[src/roi_max_pooling_defines.svh]
// Assertion macros shared by the block's modules.
`ifndef ROI_MAX_POOLING_DEFINES_SVH
`define ROI_MAX_POOLING_DEFINES_SVH
// An implication checked at every clock edge outside reset.
`define RMP_ASSERT_IMP(label, ante, cons, msg) \
  label: assert property (@(posedge clk) disable iff (!rst_n) (ante) |-> (cons)) \
    else $error(msg);
// A condition checked in the cycle after its trigger.
`define RMP_ASSERT_NEXT(label, ante, cons, msg) \
  label: assert property (@(posedge clk) disable iff (!rst_n) (ante) |=> (cons)) \
    else $error(msg);
`endif

[src/rmp_pkg.sv]
package rmp_pkg;
  localparam int MAX_BATCH    = 2;
  localparam int MAX_CHANNELS = 16;
  localparam int MAX_HEIGHT   = 64;
  localparam int MAX_WIDTH    = 64;
  localparam int MAX_POOLED   = 8;
  localparam int BW = 1;
  localparam int CW = 4;
  localparam int RW = 6;
  localparam int KW = 6;
  localparam int ADDR_W = BW + CW + RW + KW;
  localparam int DEPTH = MAX_BATCH * MAX_CHANNELS * MAX_HEIGHT * MAX_WIDTH;
  localparam int QDEPTH = 4;

  typedef enum logic [2:0] {
    REG_BATCH = 3'd0, REG_CHAN = 3'd1, REG_MH = 3'd2, REG_MW = 3'd3,
    REG_PH = 3'd4, REG_PW = 3'd5, REG_SCALE = 3'd6
  } reg_idx_t;

  // Clamped configuration as the datapath uses it.
  typedef struct packed {
    logic [1:0]  nb;
    logic [4:0]  nc;
    logic [6:0]  mh;
    logic [6:0]  mw;
    logic [3:0]  ph;
    logic [3:0]  pw;
    logic [16:0] scale;
  } cfg_t;

  // One classified pool job handed from front to back.
  typedef struct packed {
    logic        err;
    logic [BW-1:0] b;
    logic [CW-1:0] c;
    logic [11:0] sx;
    logic [11:0] sy;
    logic [11:0] ex;
    logic [11:0] ey;
  } job_t;

  // Store write port from front to back.
  typedef struct packed {
    logic              en;
    logic [ADDR_W-1:0] addr;
    logic [15:0]       data;
  } wr_t;
endpackage

[src/rmp_front.sv]
module rmp_front (
  input  logic          clk,
  input  logic          rst_n,
  input  rmp_pkg::cfg_t cfg,
  input  logic          in_valid,
  output logic          in_ready,
  input  logic          func,
  input  logic [1:0]    batch_index,
  input  logic [3:0]    channel,
  input  logic [5:0]    row,
  input  logic [5:0]    col,
  input  logic [15:0]   feature_value,
  input  logic [11:0]   sx,
  input  logic [11:0]   sy,
  input  logic [11:0]   ex,
  input  logic [11:0]   ey,
  output rmp_pkg::wr_t  wr,
  output logic          job_valid,
  output rmp_pkg::job_t job,
  input  logic          job_pop,
  input  logic          back_busy
);
  import rmp_pkg::*;

  localparam int PW = $clog2(QDEPTH);
  job_t          q_r [QDEPTH];
  logic [PW-1:0] wp_r, rp_r;
  logic [PW:0]   cnt_r;
  logic          acc, push, okb, okc;

  // A load waits until no pool is queued or running, so it never changes
  // cells that an earlier pool still has to read.
  assign in_ready  = (cnt_r != (PW+1)'(QDEPTH)) && (func || (cnt_r == '0 && !back_busy));
  assign acc       = in_valid && in_ready;
  assign push      = acc && func;
  assign job_valid = cnt_r != '0;
  assign job       = q_r[rp_r];
  assign okb       = {1'b0, batch_index} < {1'b0, cfg.nb};
  assign okc       = {1'b0, channel} < cfg.nc;

  // Loads go straight to the store when inside the configured map.
  always_comb begin
    wr.en   = acc && !func && okb && okc && ({1'b0, row} < cfg.mh) && ({1'b0, col} < cfg.mw);
    wr.addr = {batch_index[BW-1:0], channel, row, col};
    wr.data = feature_value;
  end

  always_ff @(posedge clk) begin
    if (push) begin
      q_r[wp_r] <= '{err: !(okb && okc), b: batch_index[BW-1:0], c: channel,
                     sx: sx, sy: sy, ex: ex, ey: ey};
    end
    if (!rst_n) begin
      wp_r <= '0; rp_r <= '0; cnt_r <= '0;
    end else begin
      if (push) wp_r <= wp_r + 1'b1;
      if (job_pop) rp_r <= rp_r + 1'b1;
      cnt_r <= cnt_r + (PW+1)'(push) - (PW+1)'(job_pop);
    end
  end

  `include "roi_max_pooling_defines.svh"
  `RMP_ASSERT_IMP(a_pop_nonempty, job_pop, job_valid, "pop of empty queue")
  `RMP_ASSERT_IMP(a_no_overflow, push, cnt_r < (PW+1)'(QDEPTH), "queue overflow")
  `RMP_ASSERT_IMP(a_load_no_push, wr.en, !push, "load pushed a job")
endmodule

[config.mk]
export PLATFORM = sky130hd
export DESIGN_NAME = rmp_front
export DESIGN_NICKNAME = d
export VERILOG_FILES = /design/src/rmp_pkg.sv /design/src/rmp_front.sv
export VERILOG_INCLUDE_DIRS = /design/src /design/src/src
export SDC_FILE = /design/constraint.sdc
export NUM_CORES = 1
export LEC_CHECK = 0
export BUFFER_PORTS_ARGS = -buffer_cell sky130_fd_sc_hd__buf_2
export CORE_ASPECT_RATIO = 0.6
export CORE_MARGIN = 2
export CORE_UTILIZATION = 53
export CTS_CLUSTER_SIZE = 24
export DETAILED_ROUTE_END_ITERATION = 12
export PLACE_DENSITY = 0.83
export SLEW_MARGIN = 40
export SYNTH_ARGS = -nofsm -noshare
export SYNTH_HDL_FRONTEND = slang
export SYNTH_SLANG_ARGS = --single-unit
export TNS_END_PERCENT = 5
[constraint.sdc]
create_clock -name clk -period 3.6 [get_ports clk]
set_clock_uncertainty 0.2 [all_clocks]
set_input_delay 0 -clock clk [delete_from_list [all_inputs] [get_ports clk]]
set_output_delay 0 -clock clk [all_outputs]
set_load 0.05 [all_outputs]
==> results of run 1 <==
state kept, by name, indices dropped and copies added, names as in the netlist, named ones only:
register	flops
wp_r	2
cnt_r	3
rp_r	2
q_r	216
power breakdown:
part / switching [uW] / internal [uW]
clock network: 836 / 1060
logic: 744 / 386
registers: 55.2 / 2990
total: 1640 / 4440
routing by layer:
layer,track usage [%],vias to the layer above
li1,-,2098
met1,24.3,2348
met2,32.8,185
met3,5.08,29
met4,4.80,0
met5,0,-
cell usage after synthesis (all sizes together):
cell / instances
nor3b: 1
nor2: 5
buf: 45
o311a: 1
edfxtp: 216
clkbuf: 1
a21oi: 4
nand2b: 3
or3b: 1
mux4: 54
a21o: 2
and3: 1
nor3: 1
a211oi: 2
or3: 1
inv: 20
and2: 11
o311ai: 1
o21a: 1
xnor2: 3
nor2b: 3
dfxtp: 9
nand4b: 2
fa: 1
or2: 1
o21ai: 1
ha: 20
nor4: 1
nand2: 3
xor2: 2
mux2i: 1
through the flow:
step	instance area [sq um]	util, %	worst slack, ns	std cells
2_1_floorplan	8980	-	0.919	418
3_3_place_gp	9820	59.9	1.28	775
3_5_place_dp	9820	59.9	1.22	775
4_1_cts	11100	68.0	0.837	883
5_1_grt	11200	68.1	1.10	884
6_report	11200	68.1	1.13	884
kinds of logic after synthesis:
kind of cell             after synthesis  share of synthesized area (%)
flip-flops                           225                           74.2
buffers and inverters                 66                           5.29
multiplexers                          55                           13.8
AND/OR/NAND/NOR                       34                           2.30
adder cells (fa/ha/maj)               21                           3.01
AO/OA/AOI/OAI                         12                          0.905
XOR/XNOR                               5                          0.487
area by class of cell:
cell class | instances | area [sq um]
tap | 228 | 285
clock inverter | 6 | 28.8
sequential | 225 | 6670
clock buffer | 26 | 544
fill | 1088 | 5230
multi-input combinational | 127 | 1850
inverter | 20 | 75.1
timing repair buffer | 252 | 1720
cells in the final DEF, fill, tap and decap left out, types with 5 or more instances in the layout:
master	count
edfxtp_1	216
buf_2	166
dlygate4sd3_1	76
mux4_2	50
clkbuf_16	21
inv_1	20
ha_1	20
and2_1	7
dfxtp_1	7
buf_4	6
nor2_1	5
clkbuf_1	5
clkinv_2	5
how the worst max path moves through the flow:
stage | cells past startpoint | end | from | slack [ns]
after floorplan | 5 | q_r[0][0]$_DFFE_PP_ | cnt_r[1]$_SDFF_PN0_ | 0.92
after global placement | 10 | cnt_r[2]$_SDFF_PN0_ | cnt_r[1]$_SDFF_PN0_ | 1.28
after detailed placement | 5 | q_r[0][50]$_DFFE_PP_ | cnt_r[1]$_SDFF_PN0_ | 1.22
after CTS | 3 | job[20] | register | 0.84
after global routing | 9 | q_r[2][53]$_DFFE_PP_ | channel[2] | 1.10
final | 7 | q_r[3][53]$_DFFE_PP_ | batch_index[0] | 1.13
repair_timing:
| action | CTS | global route |
|---|---|---|
| hold buffers | 76 | 0 |
| setup buffers | 0 | 0 |
| hold endpoints to repair | 241 | 0 |
==> impl_metrics.tcl, run 1 <==
set metrics [dict create \
    status "finished clean" \
    port_buffers 166 \
    area_delta_synth_final_pct 24.3 \
    critPathKind "input port to register" \
    drive_gt1_share_pct 39.8 \
    maxSlewViolCount 0 \
    fp.dieH_um 105 \
    highest_layer "met4" \
    peakVddDrop_mv 0.382 \
    synthTopCellsByArea "edfxtp_1 (72%), mux4_2 (13%), ha_1 (2.8%)" \
    grt_pass1_wl_um 26100 \
    reg2reg_slack_ns 1.31 \
    wl_um 16800 \
    wl_met1_um 6730 \
    crit_path_max_fanout 6 \
    wl_per_cell_um 19.0 \
    hold_path.class "input port to register" \
    start_kind "input port" \
    reg2reg_from "cnt_r[1]$_SDFF_PN0_" \
    io_pins 224 \
    numCtsBuffers 20 \
    rsz0062_at_grt "no" \
    cts.clk_slew.worst_paths_ns 0.07 \
    num_rows 36 \
    num_antenna_cells 0 \
    grtUsageTotal_pct 19.1 \
    whs_endpoint "q_r[1][6]$_DFFE_PP_" \
    tritoncts "built" \
    synth_area_leader_cell "edfxtp_1" \
    p_leak_uw 0.00405 \
    ys_types 35 \
    ant_nets 0 \
    min_from "ey[6]" \
    place_congestion 0.790 \
    antenna_found_initial 0 \
    critPathBufInv 4 \
    syn_area_per_cell_sq_um 21.5 \
    finalCriticalPeriod_ns 2.47 \
    ctsHtreeMaxLevel 1 \
    drt-initial-drc-count 374 \
    yosysSeqAreaShare_pct 74.2 \
    r2r_end "cnt_r[2]$_SDFF_PN0_" \
    hold_depth 2 \
    overflow 0 \
    synth_warnings 0 \
    crit_chain "dlygate4sd3_1 -> buf_2 -> nand2b_1 -> a21o_1 -> dlygate4sd3_1 -> or2_2 -> dlygate4sd3_1" \
    fin_nets 801 \
    finalHoldViolCount 0 \
    ctsLongestPathBuffers 3 \
    cts_num_sinks 225 \
    vias_per_cell 5.27 \
    fin_setup_tns_ns 0 \
    cts_resized 0 \
    design.die.area_sq_um 18000 \
    ys_seq_elements 225 \
    slew_headroom_pct 52.1 \
    period_share_pct 68.6 \
    wl_met2_um 8410 \
    fmax_mhz 405 \
    fin_hold_ws_ns 0.0765 \
    grt_max_degree 40 \
    cpPeakStageDelay_ns 0.61 \
    syn-instance-count 418 \
    required_ns 3.61 \
    finalPower_uw 6070 \
    slowest_stage "dlygate4sd3_1" \
    vias 4660 \
    crit_path_frequent_cell "dlygate4sd3_1" \
    endpoint_kind "register" \
    worstMarginPinSlew_ns 0.719 \
    synth_top_area_share_pct 72.2 \
    synthesis.area_sq_um 8980 \
    cts-root-buf "clkbuf_16" \
    cp.arrival_ns 2.48 \
    die_x_um 172 \
    core_area_sq_um 16400 \
    wl_met3_um 1330 \
    cap_violations 0 \
    setup_violations 0 \
    hpwl_um 10200 \
    drc 0 \
    grt_pass1_vias 5047 \
    rr_worst_depth 10 \
    syn_nets 573 \
    p_per_area_nw_per_um2 544 \
    initial_utilization_pct 54.8 \
    first_pass_iters 4 \
    crit_family "buffers and inverters" \
    worstSkewPairLatency_ns 0.48 \
]
No activity file was read; power rests on OpenSTA's default activity.
==> run 2: changes to the inputs <==
--- a/config.mk
+++ b/config.mk
@@ -9,10 +9,10 @@
 export BUFFER_PORTS_ARGS = -buffer_cell sky130_fd_sc_hd__buf_2
 export CORE_ASPECT_RATIO = 0.6
 export CORE_MARGIN = 2
-export CORE_UTILIZATION = 53
+export CORE_UTILIZATION = 48
 export CTS_CLUSTER_SIZE = 24
 export DETAILED_ROUTE_END_ITERATION = 12
-export PLACE_DENSITY = 0.83
+export PLACE_DENSITY = 0.79
 export SLEW_MARGIN = 40
 export SYNTH_ARGS = -nofsm -noshare
 export SYNTH_HDL_FRONTEND = slang
==> constraint.sdc (replaced) <==
create_clock -name clk -period 2.14 [get_ports clk]
set_clock_uncertainty 0.2 [all_clocks]
set_input_delay 0 -clock clk [delete_from_list [all_inputs] [get_ports clk]]
set_output_delay 0 -clock clk [all_outputs]
set_load 0.05 [all_outputs]
==> run 2 against run 1 <==
Net effect:
- the flow now finishes with violations (negative setup slack)
- count of clock-buffer cells in the layout is 1 higher
- combinational power rose by 97%
- final cell count increased by 3.5%
- total power up 80%
- sequential share of layout area down 2.8 points
- worst setup slack worse by 1.1 ns
- non-clock buffer count grew 15
- largest cell class unchanged
- global-route usage is 0.63 points lower
==> impl_metrics.tcl, run 2 (same netlist as run 1, synthesis figures left out) <==
set metrics [dict create \
    first_pass_iters 4 \
    ctsLongestPathBuffers 3 \
    numCtsBuffers 20 \
    n_fill_cell 1239 \
    cts_num_sinks 225 \
    intPower_uw 8040 \
    layout_commonest_cell "edfxtp_1" \
    core_area_sq_um 18200 \
    layout_common_cells "edfxtp_1 (216), buf_2 (136), dlygate4sd3_1 (76)" \
    hpwl_um 10800 \
    antenna_found_initial 0 \
    fin_ws_ns -0.0180 \
    cap_violations 0 \
    ant_nets 0 \
    cts-root-buf "clkbuf_16" \
    period_share_pct 101 \
    top_register "q_r" \
    pre_cts_slack_ns 0.00648 \
    violations "negative setup slack" \
    fin_nets 816 \
    grtUsageTotal_pct 18.4 \
    vias_per_cell 5.24 \
    port_buffers 166 \
    power_frac_seq_pct 46.7 \
    io_pins 224 \
    worstSetupStartpoint "cnt_r[0]$_SDFF_PN0_" \
    switching_share_pct 26.3 \
    drc 0 \
    finalHoldViolCount 0 \
    drive_gt1_share_pct 41.9 \
    slew_headroom_pct 65.7 \
    rsz0062_at_grt "yes" \
    finalCriticalPeriod_ns 2.16 \
    worstSkewPairLatency_ns 0.48 \
    p_comb_share_pct 20.4 \
    clkPwrFrac_pct 32.9 \
    min_from "ex[2]" \
    grt_pass1_wl_um 27800 \
    overflow 0 \
    wl_um 18700 \
    fin_hold_ws_ns 0.0662 \
    start_kind "register" \
    p_sw_uw 2870 \
    worstMarginPinSlew_ns 0.513 \
    maxSlewViolCount 0 \
    die_x_um 181 \
    top_regs "q_r (216), cnt_r (3)" \
    cts.clk_slew.worst_paths_ns 0.06 \
    placed_area_sq_um 9910 \
    p_per_area_nw_per_um2 931 \
    design_area_sq_um 11700 \
    final_core_util_pct 64.3 \
    peakVddDrop_mv 0.775 \
    num_rows 38 \
    area_delta_synth_final_pct 30.4 \
    place_congestion 0.818 \
    crit_path_max_fanout 2 \
    final_cells 915 \
    fp.dieH_um 110 \
    num_antenna_cells 0 \
    grt_pass1_vias 5172 \
    hold_path.class "input port to register" \
    largest_reg_flops 216 \
    tritoncts "built" \
    critPathKind "register to output port" \
    design.die.area_sq_um 19900 \
    p_leak_uw 0.00426 \
    ctsHtreeMaxLevel 1 \
    reg2reg_from "cnt_r[1]$_SDFF_PN0_" \
    drt-initial-drc-count 298 \
    status "finished with violations" \
    fmax_mhz 463 \
    setup_violations 1 \
    endpoint_kind "output port" \
    post-place-cells 793 \
    vias 4797 \
    wl_per_cell_um 20.4 \
    grt_max_degree 47 \
    required_ns 1.94 \
    cp.arrival_ns 1.96 \
    initial_utilization_pct 49.3 \
]
[run 2: per-stage QoR]
stage	power (uW)	setup TNS [ns]
4_1_cts	10900	-0.709
2_1_floorplan	6610	-87.81
3_3_place_gp	6940	0
6_report	10900	-0.0180
3_5_place_dp	7000	0
5_1_grt	11300	-0.618
[run 2: power by group through the flow]
stage / logic (uW) / clock network [uW] / registers (uW)
6_report: 2230 / 3590 / 5090
5_1_grt: 2340 / 3840 / 5110
4_1_cts: 2130 / 3680 / 5100
3_5_place_dp: 1810 / 0 / 5200
3_3_place_gp: 1760 / 0 / 5180
2_1_floorplan: 1440 / 0 / 5180
[run 2: layout make-up]
type	instances	area, sq um	share of cell area [%]
Clock buffer	27	548	4.68
Clock inverter	9	113	0.961
Inverter	20	75.1	0.641
Multi-Input combinational cell	127	1870	16.0
Sequential cell	225	6670	57.0
Tap cell	240	300	2.56
Timing Repair Buffer	267	2130	18.2
[run 2: timing repair]
| item | 4_1_cts | 5_1_grt |
|---|---|---|
| gates resized for setup | 57 | 18 |
| gates cloned | 1 | 3 |
| hold buffers | 76 | 0 |
| pin swaps | 0 | 4 |
| hold endpoints to repair | 241 | 0 |
| setup buffers | 3 | 3 |
| setup endpoints to repair | 49 | 47 |
[run 2: worst paths after layout]
path              depth (start not counted)                   end  slack (ns)
hold reg to reg                           2  wp_r[1]$_SDFFE_PN0P_        0.39
hold / removal                            2  q_r[2][14]$_DFFE_PP_        0.07
setup reg to reg                         10   cnt_r[2]$_SDFF_PN0_        0.06
setup / recovery                          6                wr[33]       -0.02
[run 2: critical path, cell delays in order (launching register included)]
cell and delay, ns:
dfxtp_2 0.32, buf_6 0.11, nor3_4 0.15, o21a_1 0.21, o311ai_4 0.12, nor4_2 0.31
buf_4 0.25
[run 2: metal layers]
layer,global-route usage (%),wire [um]
met5,0,0
met4,4.38,411
met3,4.07,1100
met2,32.6,9360
met1,23.7,7820
